File: src/sv/local_entropy_filter_defines.svh
// Assertion macros shared by the local entropy filter RTL.
`ifndef LOCAL_ENTROPY_FILTER_DEFINES_SVH
`define LOCAL_ENTROPY_FILTER_DEFINES_SVH

// Same-cycle implication, checked outside reset.
`define LEF_ASSERT_NOW(label, ante, cons, msg) \
   label: assert property (@(posedge clock) disable iff (reset) (ante) |-> (cons)) \
      else $error(msg);

// Next-cycle implication, checked outside reset.
`define LEF_ASSERT_NEXT(label, ante, cons, msg) \
   label: assert property (@(posedge clock) disable iff (reset) (ante) |=> (cons)) \
      else $error(msg);

`endif

File: src/sv/lef_pkg.sv
// Constants, types and the log2 table of the local entropy filter.
package lef_pkg;

   localparam int MAX_WIDTH  = 1024;
   localparam int MAX_HEIGHT = 1024;
   localparam int RADIUS     = 4;
   localparam int BINS       = 16;
   localparam int ROWS_KEPT  = 10;
   localparam int FRAC       = 30;

   localparam int COL_W   = $clog2(MAX_WIDTH);
   localparam int SLOT_W  = $clog2(ROWS_KEPT);
   localparam int BIN_W   = $clog2(BINS);
   localparam int DIM_W   = 11;
   localparam int ADDR_W  = SLOT_W + COL_W;
   localparam int DEPTH   = ROWS_KEPT * MAX_WIDTH;
   localparam int CNT_W   = 7;
   localparam int LOG_W   = 34;
   localparam int TERM_W  = CNT_W + LOG_W;
   localparam int NUM_W   = TERM_W + 14;
   localparam int QUO_W   = 16;

   typedef enum logic [0:0] {
      CSR_IMAGE_WIDTH  = 1'b0,
      CSR_IMAGE_HEIGHT = 1'b1
   } csr_index_type;

   typedef enum logic [0:0] {
      CMD_PIXEL = 1'b0,
      CMD_DRAIN = 1'b1
   } cmd_type;

   typedef logic [LOG_W-1:0] log_tab_type [0:(1<<CNT_W)-1];

   // log2 in Q30: exact integer part, then one fraction bit per truncated square
   function automatic logic [LOG_W-1:0] log2_q30(input logic [CNT_W-1:0] x);
      logic [63:0] y;
      logic [LOG_W-1:0] res;
      int k;
      int i;
      begin
         res = '0;
         if (x != '0) begin
            k = 0;
            while (k < CNT_W - 1 && (x >> (k + 1)) != '0) k++;
            y = 64'(x) << (FRAC - k);
            res = LOG_W'(k) << FRAC;
            for (i = FRAC - 1; i >= 0; i--) begin
               y = (y * y) >> FRAC;
               if (y >= (64'd2 << FRAC)) begin
                  y = y >> 1;
                  res[i] = 1'b1;
               end
            end
         end
         return res;
      end
   endfunction

   function automatic log_tab_type build_log_tab();
      log_tab_type t;
      int j;
      begin
         for (j = 0; j < (1 << CNT_W); j++) t[j] = log2_q30(CNT_W'(j));
         return t;
      end
   endfunction

   localparam log_tab_type LOG_TAB = build_log_tab();

   typedef struct packed {
      logic             start;
      logic [NUM_W-1:0] num;
      logic [CNT_W-1:0] count;
   } div_req_type;

   typedef struct packed {
      logic             done;
      logic [QUO_W-1:0] quot;
   } div_rsp_type;

endpackage

File: src/sv/lef_divider.sv
// Bit-serial divider: entropy sum over count times 2^30, saturating at 16 bits.
module lef_divider (
   input  logic                 clock,
   input  logic                 reset,
   input  lef_pkg::div_req_type div_req,
   output lef_pkg::div_rsp_type div_rsp
);

   localparam int DVS_W = lef_pkg::CNT_W + lef_pkg::FRAC + lef_pkg::QUO_W - 1;

   logic [lef_pkg::NUM_W-1:0] rem_ff, rem_in;
   logic [DVS_W-1:0]          dvs_ff, dvs_in;
   logic [lef_pkg::QUO_W-1:0] quot_ff, quot_in;
   logic [3:0]                step_ff, step_in;
   logic                      busy_ff, busy_in;
   logic                      done_ff, done_in;
   logic [lef_pkg::NUM_W-1:0] sat_lim;
   logic                      fits;

   assign sat_lim = lef_pkg::NUM_W'({lef_pkg::CNT_W'(div_req.count),
                                     (lef_pkg::FRAC + lef_pkg::QUO_W)'(0)});
   assign fits    = rem_ff >= lef_pkg::NUM_W'(dvs_ff);

   always_comb begin
      rem_in  = rem_ff;
      dvs_in  = dvs_ff;
      quot_in = quot_ff;
      step_in = step_ff;
      busy_in = busy_ff;
      done_in = 1'b0;
      if (div_req.start) begin
         if (div_req.num >= sat_lim) begin
            quot_in = '1;
            done_in = 1'b1;
         end else begin
            rem_in  = div_req.num;
            dvs_in  = {div_req.count, (DVS_W - lef_pkg::CNT_W)'(0)};
            quot_in = '0;
            step_in = 4'(lef_pkg::QUO_W - 1);
            busy_in = 1'b1;
         end
      end else if (busy_ff) begin
         if (fits) rem_in = rem_ff - lef_pkg::NUM_W'(dvs_ff);
         quot_in = {quot_ff[lef_pkg::QUO_W-2:0], fits};
         dvs_in  = dvs_ff >> 1;
         step_in = step_ff - 4'd1;
         if (step_ff == 4'd0) begin
            busy_in = 1'b0;
            done_in = 1'b1;
         end
      end
   end

   always_ff @(posedge clock) begin
      if (reset) begin
         busy_ff <= 1'b0;
         done_ff <= 1'b0;
      end else begin
         busy_ff <= busy_in;
         done_ff <= done_in;
      end
      rem_ff  <= rem_in;
      dvs_ff  <= dvs_in;
      quot_ff <= quot_in;
      step_ff <= step_in;
   end

   assign div_rsp.done = done_ff;
   assign div_rsp.quot = quot_ff;

endmodule

File: config.mk
export PLATFORM = sky130hd
export DESIGN_NAME = lef_divider
export DESIGN_NICKNAME = d
export VERILOG_FILES = /design/src/sv/local_entropy_filter_defines.svh /design/src/sv/lef_pkg.sv /design/src/sv/lef_divider.sv
export SDC_FILE = /design/constraint.sdc
export NUM_CORES = 1
export LEC_CHECK = 0
export ABC_AREA = 1
export BUFFER_PORTS_ARGS = -buffer_cell sky130_fd_sc_hd__buf_2
export CORE_MARGIN = 2
export CORE_UTILIZATION = 65
export CTS_BUF_LIST = sky130_fd_sc_hd__clkbuf_4
export CTS_CLUSTER_DIAMETER = 120
export DETAILED_ROUTE_END_ITERATION = 6
export GPL_TIMING_DRIVEN = 0
export PLACE_DENSITY = 0.85
export SYNTH_ARGS = -nofsm -noshare
export SYNTH_HDL_FRONTEND = slang
export SYNTH_SLANG_ARGS = --single-unit
File: constraint.sdc
create_clock -name clock -period 7.9 [get_ports clock]
set_input_delay 1.58 -clock clock [delete_from_list [all_inputs] [get_ports clock]]
set_output_delay 1.58 -clock clock [all_outputs]
set_load 0.01 [all_outputs]
==> results by group, run 1 <==
Status
  – Outcome: completed

Routing
  – Number of optimization iterations in the first detailed-route pass: 7
  – Vias: between 10,000 and 15,000
  – Mean number of vias per cell: between 5 and 6
  – Sum of routed wire length over all layers: 33,400 um
  – Routed wirelength normalized by instance count: 17.0 um
  – Remaining design rule violation count: 0
  – Antenna Violating Nets Remaining: 0
  – Starting DRC count in detailed routing: 1,243

Worst setup path
  – Kind of cell with the highest combined delay on the critical path: simple AND/OR/NAND/NOR gates
  – Critical path buffers and inverters: 3
  – Category of the worst setup path launch point: input port
  – Maximum fanout along the worst path: 28
  – Chain of cells forming the critical path: buf_2 -> inv_1 -> ha_1 -> a21oi_1 -> o21ai_0 -> nand4_1 -> nand3_1 -> nor2_1 -> nand2_1 -> nand2_1 -> nand2_1 -> nor2_4 -> buf_12
  – Start-to-end type of the worst setup path: in2reg
  – Worst-path cell with the longest stage delay: sky130_fd_sc_hd__nor2_4
  – Biggest cell delay along the critical path: 0.76 ns
  – Worst EP required: 8.20 ns
  – Type of destination of the critical path: flop
  – Data arrival time at the worst-slack endpoint: approximately 4.3 ns
  – Most Frequent Cell on Critical Path: sky130_fd_sc_hd__nand2_1

Synth
  – Register area share after synthesis: a little over a third
  – Mean post-synth cell area: ~6.5 um^2
  – Area of the mapped netlist: around 11,000 um^2
  – Syn Inst Count: between 1,500 and 2,000
  – Number of library cell types mapped by synthesis: 39
  – Total nets after synthesis: 1,764
  – Syn. warnings: 0
  – Flip-flop and latch count after synthesis: 129

Timing
  – Maximum clock frequency: 0.251 GHz
  – Headroom to the max-slew limit: 37.5%
  – Unrepaired setup endpoints after global routing: no
  – Final Hold Vio Count: 0
  – Worst-case clock skew: 0.0231 ns
  – Share of the clock period used by the worst path after layout: between 50 and 60%
  – Count of final max-slew check failures: 0
  – Final critical path time including I/O delays and setup: 3.98 ns
  – Worst hold margin: ~0.50 ns
  – Number of failing setup endpoints in the final timing report: 0
  – Setup total negative slack: 0 ns
  – Transition at the pin with the smallest max-transition slack: between 0.9 and 1 ns

Hold path
  – Min-delay worst type: reg2reg

Clock network
  – Count of cells resized by post-cts repair: 0
  – H-tree depth: 4
  – Cell chosen for the clock root: sky130_fd_sc_hd__clkbuf_4
  – Number of CTS-inserted buffers: 17
  – Register clock-pin slew on the reported worst setup and hold paths: approximately 0.16 ns
  – Clock latency at the later pin of the worst-skew pair: 0.61 ns
  – Setup repair bufs after CTS: 0
  – CTS tree: done
  – Hold buffer count at CTS: 0
  – Largest buffer count on any clock path: 2
  – Clock sink count: 129

Placed design
  – Final HPWL DP: between 20,000 and 30,000 um
  – Final GP Congestion: 1.07
  – Port bufs: 80
  – Instance count after placement with tap cells included: 1,936

Global route
  – Maximum number of pins on one net before global-route repair: 32
  – Global-route wire length before repair: 51,700 um
  – Initial antenna violation count: 2
  – Number of global-route vias before repair: ~10,000
  – GRT Residual Overflow: 0
  – Combined global-route utilization of all metal layers: 38.5%

Cells and area
  – Layout-stage area growth over the synthesis result: 9.40%
  – Post-route non-filler standard cell count: 1,969
  – Final nets: 1,865
  – Share of cells above drive strength 1: between 10 and 15%

Pwr
  – Switching share of power: 42.5%
  – Leak pwr: 6.36 nW
  – Sequential power share: 40.0%
  – Clock power share: a little under a quarter
  – Cell Pwr Density: approximately 180 nW/um^2
  – Total power: between 2 and 2.5 mW
  – Combinational power share: a little under two fifths
  – Switching power: ~0.9 mW
  – Peak supply drop: 0.163 mV
  – Internal power: ~1.2 mW

Flow run
  – Max-Cap Viols: 0

Die
  – Row count: 46
  – Vert. Die Dim: around 130 um
  – Overall die width: approximately 130 um
  – Placeable core region: ~16,000 um^2
  – Die area: 17,500 um^2
  – I/O Pins: 82
  – Initial Utilization: 66.9%
## metal layers
| metal | up-vias | wire [um] | GRT usage [%] |
|---|---|---|---|
| met5 | - | 0 | 0 |
| met4 | 0 | 1160 | 13.9 |
| met3 | 101 | 3520 | 6.73 |
| met2 | 636 | 15200 | 62.4 |
| met1 | 4833 | 13600 | 52.2 |
| li1 | 5207 | - | - |
## power by group through the flow
stage | clock [mW] | sequential [mW] | combinational [mW]
after floorplan | 0 | 0.865 | 0.533
after global placement | 0 | 0.865 | 0.730
after detailed placement | 0 | 0.866 | 0.759
after CTS | 0.482 | 0.850 | 0.766
after global routing | 0.509 | 0.855 | 0.868
final | 0.487 | 0.850 | 0.789
## layout by cell type (no fill, tap or decap), drive strengths merged
cell	Yosys	layout
o21ai	41	41
or4	1	1
nor3	11	11
o211ai	1	1
diode	0	1
a21oi	42	42
nand4	14	14
and2	2	2
inv	376	388
nand3	96	96
xnor2	11	11
xor2	6	6
clkinv	0	2
fa	1	1
buf	13	95
o21bai	2	2
dfxtp	2	2
edfxtp	127	127
nand2	625	625
nand3b	2	2
nor4	3	3
ha	60	60
clkinvlp	0	1
clkbuf	10	27
or2	10	10
o22ai	3	3
o31ai	1	1
nor3b	1	1
a21boi	1	1
nor2	176	176
## synth_stat cells, drive strengths merged
library cell  instances  area (um^2)
nand3b                2         15.0
nor2                176          743
o21bai                2         15.0
o21ai                41          205
or4                   1         7.51
clkbuf               10         37.5
inv                 376         1410
and2                  2         12.5
nor4                  3         18.8
o31ai                 1         7.51
nand2               625         2390
ha                   60          751
xor2                  6         52.6
a21boi                1         7.51
a21oi                42          210
dfxtp                 2         40.0
buf                  13         60.1
nand4                14         87.6
nor3                 11         91.3
xnor2                11         96.3
nor3b                 1         7.51
o211ai                1         7.51
o22ai                 3         18.8
edfxtp              127         3810
fa                    1         20.0
nand3                96          516
or2                  10         62.6
## worst paths after layout
path | depth (start not counted) | start | to | slack, ns
max reg2reg | 12 | rem_ff[37]$_DFFE_PP_ | rem_ff[25]$_DFFE_PP_ | 4.53
max | 13 | div_req[2] | rem_ff[25]$_DFFE_PP_ | 3.92
min reg2reg | 2 | busy_ff$_SDFFE_PP0P_ | busy_ff$_SDFFE_PP0P_ | 0.50
min | 2 | busy_ff$_SDFFE_PP0P_ | busy_ff$_SDFFE_PP0P_ | 0.50
## flip-flops by register name, indices dropped and copies added (netlist names)
name	cells
quot_ff	16
dvs_ff	52
busy_ff	1
step_ff	4
rem_ff	55
done_ff	1
## cell type report
| cell class | count | area, um^2 |
|---|---|---|
| Antenna cell | 1 | 2.50 |
| Buffer | 23 | 97.6 |
| Clock buffer | 17 | 128 |
| Clock inverter | 15 | 158 |
| Fill cell | 1329 | 4290 |
| Inverter | 376 | 1410 |
| Multi-Input combinational cell | 1110 | 5350 |
| Sequential cell | 129 | 3850 |
| Tap cell | 216 | 270 |
| Timing Repair Buffer | 82 | 440 |
## kinds of logic after synthesis
logic type               Yosys count  share of synthesized area, %
flip-flops                       129                          36.0
AND/OR/NAND/NOR                  941                          36.9
buffers and inverters            399                          14.1
adder cells (fa/ha/maj)           61                          7.20
XOR/XNOR                          17                          1.39
AO/OA/AOI/OAI                     91                          4.41
## worst reg2reg max path: cells and delay by family, from the launching register on
kind                     cells  cell delay (ns)
adder cells (fa/ha/maj)      1             0.42
flip-flops                   1             0.42
buffers and inverters        1             0.29
AND/OR/NAND/NOR             10             1.91
## stage by stage
stage | setup slack (ns) | util (%) | area [um^2]
after floorplan | 2.45 | - | 10700
after global placement | 0.985 | 71.1 | 11400
after detailed placement | 3.47 | 71.4 | 11400
after CTS | 3.99 | 73.2 | 11700
after global routing | 3.77 | 73.2 | 11700
final | 3.92 | 73.2 | 11700
Power figures use the tool's default switching activity.
==> inputs of run 2 (changes only) <==
--- a/config.mk
+++ b/config.mk
@@ -5,15 +5,15 @@
 export SDC_FILE = /design/constraint.sdc
 export NUM_CORES = 1
 export LEC_CHECK = 0
-export ABC_AREA = 1
+export ABC_AREA = 0
 export BUFFER_PORTS_ARGS = -buffer_cell sky130_fd_sc_hd__buf_2
 export CORE_MARGIN = 2
-export CORE_UTILIZATION = 65
+export CORE_UTILIZATION = 56
 export CTS_BUF_LIST = sky130_fd_sc_hd__clkbuf_4
 export CTS_CLUSTER_DIAMETER = 120
 export DETAILED_ROUTE_END_ITERATION = 6
 export GPL_TIMING_DRIVEN = 0
-export PLACE_DENSITY = 0.85
+export PLACE_DENSITY = 0.79
 export SYNTH_ARGS = -nofsm -noshare
 export SYNTH_HDL_FRONTEND = slang
 export SYNTH_SLANG_ARGS = --single-unit
==> constraint.sdc (replaced) <==
create_clock -name clock -period 3.2 [get_ports clock]
set_input_delay 0.64 -clock clock [delete_from_list [all_inputs] [get_ports clock]]
set_output_delay 0.64 -clock clock [all_outputs]
set_load 0.01 [all_outputs]
==> run 2 against run 1 <==
Critical path depth decreased by 2. Clock power is 140% higher. Via count fell by 27%.
==> results by group, run 2 <==
Clock network
  – Largest buffer count on any clock path: 2
  – CTS tree: done
  – Hold buffer count at CTS: 0
  – H-tree depth: 4
  – Clock sink count: approximately 130
  – Cell chosen for the clock root: sky130_fd_sc_hd__clkbuf_4
  – Clock latency at the later pin of the worst-skew pair: approximately 0.6 ns
  – Register clock-pin slew on the reported worst setup and hold paths: between 0.1 and 0.15 ns
  – Number of CTS-inserted buffers: 17

Synth
  – Area leader, netlist: sky130_fd_sc_hd__edfxtp_1
  – Area of the mapped netlist: just under 9000 um^2
  – Number of enable-type register cells in the synthesized netlist: approximately 130
  – Most common cell in the synthesized netlist: sky130_fd_sc_hd__edfxtp_1
  – Register area share after synthesis: 43.7%
  – Share of synthesized registers carrying an async set or reset: 0%
  – Total nets after synthesis: approximately 1,100
  – Syn Inst Count: 987
  – Top-area cell type share of the netlist area: between 40% and 50%
  – Number of library cell types mapped by synthesis: 60
  – Top cells by area in the synthesized netlist: sky130_fd_sc_hd__edfxtp_1 43%, sky130_fd_sc_hd__ha_1 8.5%, sky130_fd_sc_hd__nor2_1 5.3%
  – Mean post-synth cell area: around 9 um^2
  – Most used flip-flop cell after synthesis: sky130_fd_sc_hd__edfxtp_1
  – Top post-synthesis cells by count: 127 x sky130_fd_sc_hd__edfxtp_1, 124 x sky130_fd_sc_hd__nor2_1, 113 x sky130_fd_sc_hd__nand2_1
  – Flip-flop and latch count after synthesis: around 130
  – Syn. warnings: 0

Worst setup path
  – Maximum fanout along the worst path: 22
  – Start-to-end type of the worst setup path: reg2reg
  – Data arrival time at the worst-slack endpoint: ~3.5 ns
  – Worst-path cell with the longest stage delay: sky130_fd_sc_hd__or3_1
  – Type of destination of the critical path: flop
  – Chain of cells forming the critical path: ha_1 -> clkbuf_2 -> nand4_1 -> or3_1 -> a2111oi_4 -> nor2_2 -> o21ai_2 -> a41oi_2 -> a21oi_4 -> buf_16 -> buf_16
  – Most Frequent Cell on Critical Path: sky130_fd_sc_hd__buf_16
  – Biggest cell delay along the critical path: around 0.42 ns
  – Worst EP required: 3.51 ns
  – Category of the worst setup path launch point: flop

Timing
  – Share of the clock period used by the worst path after layout: approximately 100%
  – Worst-case clock skew: 0.0225 ns
  – Maximum clock frequency: between 0.3 and 0.4 GHz
  – Count of final max-slew check failures: 0
  – Unrepaired setup endpoints after global routing: yes
  – Number of failing setup endpoints in the final timing report: 0
  – Headroom to the max-slew limit: between 30 and 40%
  – Transition at the pin with the smallest max-transition slack: around 1.0 ns
  – Final critical path time including I/O delays and setup: between 3 and 4 ns
  – Setup total negative slack: 0 ns
  – Final Hold Vio Count: 0

Routing
  – Remaining design rule violation count: 0
  – Antenna Violating Nets Remaining: 0
  – Starting DRC count in detailed routing: around 700
  – Number of optimization iterations in the first detailed-route pass: 6
  – Routed wirelength normalized by instance count: between 15 and 20 um
  – Mean number of vias per cell: 5.95
  – Sum of routed wire length over all layers: between 20,000 and 25,000 um
  – Vias: between 7,000 and 8,000

Global route
  – Maximum number of pins on one net before global-route repair: 57
  – Global-route wire length before repair: between 30,000 and 40,000 um
  – Initial antenna violation count: 1
  – Number of global-route vias before repair: roughly 7,700
  – GRT Residual Overflow: 0
  – Combined global-route utilization of all metal layers: ~29%

Die
  – Overall die width: 130 um
  – Placeable core region: ~15,000 um^2
  – I/O Pins: 82
  – Vert. Die Dim: approximately 130 um
  – Row count: 45
  – Die area: roughly 17,000 um^2
  – Initial Utilization: slightly below 60%

Cells and area
  – Register name with the most flops: rem_ff
  – Layout-stage area growth over the synthesis result: 17.0%
  – Post-route non-filler standard cell count: 1,328
  – Max reg flops: 55
  – Share of cells above drive strength 1: 18.1%
  – Leading cell types in the layout, fill and taps excluded: 127 x sky130_fd_sc_hd__edfxtp_1, 122 x sky130_fd_sc_hd__nor2_1, 111 x sky130_fd_sc_hd__nand2_1, 81 x sky130_fd_sc_hd__buf_2, 78 x sky130_fd_sc_hd__inv_1
  – Most frequent standard cell in the layout excluding fill and tap cells: sky130_fd_sc_hd__edfxtp_1
  – Biggest registers after layout: rem_ff: 55 flops, dvs_ff: 52 flops, quot_ff: 16 flops
  – Final nets: approximately 1,200

Placed design
  – Port bufs: 80
  – Final HPWL DP: around 17,000 um
  – Final GP Congestion: 0.934
  – Instance count after placement with tap cells included: roughly 1,300

Pwr
  – Total power: around 4.2 mW
  – Leak pwr: approximately 4.2 nW
  – Cell Pwr Density: 406 nW/um^2
  – Peak supply drop: about 0.27 mV

Status
  – Outcome: completed

Flow run
  – Max-Cap Viols: 0

Hold path
  – Min-delay worst type: in2reg
==> run 2: cell count changes after synthesis, sizes merged, moves of 13 or more <==
| cell | change |
|---|---|
| o21ai | +49 |
| nor2 | -52 |
| a21o | +33 |
| xor2 | +19 |
| xnor2 | +14 |
| a21oi | +29 |
| nand3 | -87 |
| inv | -295 |
| nand2 | -512 |
| clkbuf | +36 |
| o21a | +13 |
| nand4 | +14 |
==> run 2: critical path, delay by kind of cell, from the launching register on <==
| family | cells | cell delay, ns |
|---|---|---|
| compound gates | 4 | 0.95 |
| simple gates | 3 | 0.68 |
| buf+inv | 3 | 0.50 |
| flops | 1 | 0.41 |
| fa+ha+maj | 1 | 0.31 |
==> run 2: where the power goes <==
group          leakage, nW  switching, mW  internal (mW)
Clock                0.153          0.768          0.424
Sequential            1.18         0.0295           1.97
Combinational         2.84          0.604          0.394
Total                 4.17           1.40           2.78
==> run 2: area by class of cell <==
cell class	instances	area (um^2)
Fill cell	1290	5000
Timing Repair Buffer	100	603
Sequential cell	129	3850
Clock buffer	17	128
Buffer	47	233
Clock inverter	15	160
Tap cell	211	264
Antenna cell	1	2.50
Inverter	82	310
Multi-Input combinational cell	726	4760
==> run 2: repair_timing <==
item / CTS / global route
resized for setup: 18 / 22
setup endpoints to repair: 66 / 63
cloned: 0 / 0
hold endpoints to repair: 0 / 0
setup buffers: 10 / 8
pin swaps: 13 / 10
==> run 2: cells by family (layout without fill, tap and decap cells) <==
kind of cell             count (synthesis)  after routing  synth area share [%]
AO/OA/AOI/OAI                          266            266                  18.7
XOR/XNOR                                50             50                  4.96
adder cells (fa/ha/maj)                 61             61                  8.74
buffers and inverters                  132            261                  5.66
flip-flops                             129            129                  43.7
multiplexers                             5              5                 0.610
other                                    0              1                     0
AND/OR/NAND/NOR                        344            344                  17.7
==> run 2: final timing paths <==
kind | startpoint | endpoint | slack (ns) | cells past startpoint
setup reg to reg | rem_ff[41]$_DFFE_PP_ | rem_ff[21]$_DFFE_PP_ | 0.06 | 11
hold reg to reg | busy_ff$_SDFFE_PP0P_ | done_ff$_SDFF_PP0_ | 0.51 | 2
hold / removal | reset | busy_ff$_SDFFE_PP0P_ | 0.19 | 2
setup / recovery | rem_ff[41]$_DFFE_PP_ | rem_ff[21]$_DFFE_PP_ | 0.06 | 11
==> run 2: routing by layer <==
| metal | share of wire (%) | track usage (%) | vias up |
|---|---|---|---|
| met3 | 8.4 | 6.32 | 74 |
| met2 | 45 | 44.8 | 393 |
| met1 | 42 | 39.0 | 3668 |
| met5 | 0 | 0 | - |
| met4 | 3.9 | 14.7 | 0 |
| li1 | - | - | 3772 |
==> run 2: metrics by stage <==
stage	hold slack, ns	setup WS (ns)	cell area, um^2	util (%)
after floorplan	0.467	-0.159	8980	-
after global placement	0.491	-1.04	9640	62.9
after detailed placement	0.494	-0.544	9700	63.3
after CTS	0.160	0.0254	10200	66.5
after global routing	0.155	-0.0461	10300	67.4
final	0.188	0.0591	10300	67.4
==> inputs of run 3 (changes only) <==
--- a/config.mk
+++ b/config.mk
@@ -7,13 +7,16 @@
 export LEC_CHECK = 0
 export ABC_AREA = 0
 export BUFFER_PORTS_ARGS = -buffer_cell sky130_fd_sc_hd__buf_2
+export CELL_PAD_IN_SITES_DETAIL_PLACEMENT = 1
+export CELL_PAD_IN_SITES_GLOBAL_PLACEMENT = 1
+export CORE_ASPECT_RATIO = 0.8
 export CORE_MARGIN = 2
-export CORE_UTILIZATION = 56
+export CORE_UTILIZATION = 43
 export CTS_BUF_LIST = sky130_fd_sc_hd__clkbuf_4
 export CTS_CLUSTER_DIAMETER = 120
 export DETAILED_ROUTE_END_ITERATION = 6
 export GPL_TIMING_DRIVEN = 0
-export PLACE_DENSITY = 0.79
+export PLACE_DENSITY_LB_ADDON = 0.1
 export SYNTH_ARGS = -nofsm -noshare
 export SYNTH_HDL_FRONTEND = slang
 export SYNTH_SLANG_ARGS = --single-unit
==> run 3 against run 2 <==
The flow now finishes with violations (setup timing). Via count grew 0.68%. Cell area grew 1.5%. Die area is 29% higher. Cell count up 4.3%. Power grew 6.1%. Setup slack worse by 0.10 ns. Register-to-register slack worse by 0.10 ns. Wire length increased by 20%.
==> results by group, run 3 (synthesis results as in run 2) <==
Status
  – Outcome: finished, violations left
  – Violated checks: setup timing

Worst setup path
  – Biggest cell delay along the critical path: 0.41 ns
  – Data arrival time at the worst-slack endpoint: 3.57 ns
  – Kind of cell with the highest combined delay on the critical path: compound AO/OA/AOI/OAI gates
  – Worst EP required: 3.53 ns
  – Most Frequent Cell on Critical Path: sky130_fd_sc_hd__a221oi_2
  – Worst-path cell with the longest stage delay: sky130_fd_sc_hd__edfxtp_1
  – Maximum fanout along the worst path: 3
  – Critical path buffers and inverters: 2
  – Category of the worst setup path launch point: flop
  – Start-to-end type of the worst setup path: reg2reg
  – Chain of cells forming the critical path: inv_1 -> ha_2 -> inv_2 -> fa_2 -> a21o_1 -> a221oi_2 -> o21ai_2 -> a211o_4 -> a21oi_4 -> o21ai_4 -> a221oi_2 -> xnor2_1 -> o21ai_1
  – Type of destination of the critical path: flop

Clock network
  – Cell chosen for the clock root: sky130_fd_sc_hd__clkbuf_4
  – CTS tree: done
  – H-tree depth: 4
  – Clock sink count: approximately 130
  – Register clock-pin slew on the reported worst setup and hold paths: 0.15 ns
  – Number of CTS-inserted buffers: 17
  – Clock latency at the later pin of the worst-skew pair: 0.59 ns
  – Hold buffer count at CTS: 0
  – Largest buffer count on any clock path: 2

Routing
  – Routed wirelength normalized by instance count: 20.6 um
  – Sum of routed wire length over all layers: roughly 29,000 um
  – Number of optimization iterations in the first detailed-route pass: 5
  – Vias: 7,961
  – Remaining design rule violation count: 0
  – Mean number of vias per cell: between 5 and 6
  – Starting DRC count in detailed routing: between 500 and 600
  – Antenna Violating Nets Remaining: 0

Cells and area
  – Share of cells above drive strength 1: a little under a fifth
  – Max reg flops: 55
  – Final nets: around 1,200
  – Layout-stage area growth over the synthesis result: 18.7%
  – Register name with the most flops: rem_ff
  – FILL cells: ~2,300
  – Most frequent standard cell in the layout excluding fill and tap cells: sky130_fd_sc_hd__edfxtp_1
  – Leading cell types in the layout, fill and taps excluded: 127 x sky130_fd_sc_hd__edfxtp_1, 120 x sky130_fd_sc_hd__nor2_1, 111 x sky130_fd_sc_hd__nand2_1, 80 x sky130_fd_sc_hd__buf_2, 79 x sky130_fd_sc_hd__inv_1
  – Biggest registers after layout: rem_ff: 55 flops, dvs_ff: 52 flops, quot_ff: 16 flops
  – Fin util: 52.4%

Timing
  – Setup total negative slack: -0.0529 ns
  – Worst hold margin: between 0.2 and 0.25 ns
  – Headroom to the max-slew limit: around 28%
  – Number of failing setup endpoints in the final timing report: 2
  – Final Hold Vio Count: 0
  – Worst-case clock skew: 0.0272 ns
  – Transition at the pin with the smallest max-transition slack: between 1 and 1.5 ns
  – Post-route worst setup slack: -0.0409 ns
  – Count of final max-slew check failures: 0
  – Share of the clock period used by the worst path after layout: 101%
  – Unrepaired setup endpoints after global routing: yes
  – Final critical path time including I/O delays and setup: approximately 3.2 ns
  – Maximum clock frequency: about 0.31 GHz

Die
  – Overall die width: about 160 um
  – I/O Pins: 82
  – Placeable core region: approximately 20,000 um^2
  – Die area: about 22,000 um^2
  – Vert. Die Dim: between 100 and 150 um
  – Row count: 46
  – Initial Utilization: roughly 44%

Placed design
  – Port bufs: 80
  – Final HPWL DP: 21,500 um
  – Final GP Congestion: just under 0.9

Global route
  – Number of global-route vias before repair: around 8,000
  – Combined global-route utilization of all metal layers: between 20% and 30%
  – Initial antenna violation count: 1
  – GRT Residual Overflow: 0
  – Maximum number of pins on one net before global-route repair: 57
  – Global-route wire length before repair: about 44,000 um

Pwr
  – Switching power: 1.43 mW
  – Combinational power share: a little under a quarter
  – Switching share of power: 32.2%
  – Cell Pwr Density: 424 nW/um^2
  – Internal power: between 3 and 4 mW
  – Sequential power share: between 40 and 50%
  – Clock power share: 31.4%
  – Leak pwr: between 4 and 5 nW
  – Peak supply drop: around 0.22 mV

Flow run
  – Max-Cap Viols: 0

Hold path
  – Min-delay worst type: in2reg
[run 3: what timing repair did]
item                                    4_1_cts  5_1_grt
hold endpoints to repair                      0        0
pin swaps                                    12       13
resized for setup                            15       31
endpoints found under the setup margin       66       70
gates cloned                                  1        0
buffers inserted                             17        4
[run 3: worst paths after layout]
path	from	to	slack, ns	cells past startpoint
setup / recovery	rem_ff[0]$_DFFE_PP_	rem_ff[48]$_DFFE_PP_	-0.04	13
hold / removal	reset	busy_ff$_SDFFE_PP0P_	0.21	2
setup reg to reg	rem_ff[0]$_DFFE_PP_	rem_ff[48]$_DFFE_PP_	-0.04	13
hold reg to reg	busy_ff$_SDFFE_PP0P_	busy_ff$_SDFFE_PP0P_	0.53	2
[run 3: routing by layer]
| layer | GRT usage [%] | vias to the layer above | share of wire [%] |
|---|---|---|---|
| li1 | - | 3780 | - |
| met1 | 39.2 | 3947 | 49 |
| met2 | 40.9 | 207 | 45 |
| met3 | 4.31 | 27 | 5.3 |
| met4 | 6.68 | 0 | 1.4 |
| met5 | 0 | - | 0 |
[run 3: metrics by stage]
step	power, mW	std cells	worst slack, ns	cell area [um^2]
4_1_cts	4.42	1381	-0.0100	10300
6_report	4.44	1385	-0.0409	10500
2_1_floorplan	2.67	987	-0.159	8980
5_1_grt	4.64	1385	-0.157	10500
3_5_place_dp	2.99	1333	-0.484	9760
3_3_place_gp	2.95	1331	-1.23	9710
[run 3: power groups by stage]
stage          registers (mW)  clock network, mW  logic (mW)
3_3_place_gp             2.03                  0       0.920
5_1_grt                  2.01               1.49        1.15
4_1_cts                  2.00               1.42        1.00
6_report                 2.00               1.40        1.05
3_5_place_dp             2.03                  0       0.950
2_1_floorplan            2.03                  0       0.637
[run 3: layout make-up]
type / count / area (um^2) / share of cell area (%)
inverters: 82 / 310 / 2.96
multi-input cells: 726 / 4760 / 45.4
clock inverters: 15 / 221 / 2.11
repair buffers: 104 / 638 / 6.09
flip-flops and latches: 129 / 3850 / 36.8
well taps: 264 / 330 / 3.15
plain buffers: 47 / 230 / 2.20
clock buffers: 17 / 128 / 1.22
diodes: 1 / 2.50 / 0.0239
[run 3: worst register-to-register path: stages, from the launching register on]
cell and delay, ns:
sky130_fd_sc_hd__edfxtp_1 0.41, sky130_fd_sc_hd__inv_1 0.08, sky130_fd_sc_hd__ha_2 0.18, sky130_fd_sc_hd__inv_2 0.04
sky130_fd_sc_hd__fa_2 0.35, sky130_fd_sc_hd__a21o_1 0.19, sky130_fd_sc_hd__a221oi_2 0.29, sky130_fd_sc_hd__o21ai_2 0.15
sky130_fd_sc_hd__a211o_4 0.37, sky130_fd_sc_hd__a21oi_4 0.26, sky130_fd_sc_hd__o21ai_4 0.12, sky130_fd_sc_hd__a221oi_2 0.31
sky130_fd_sc_hd__xnor2_1 0.16, sky130_fd_sc_hd__o21ai_1 0.07
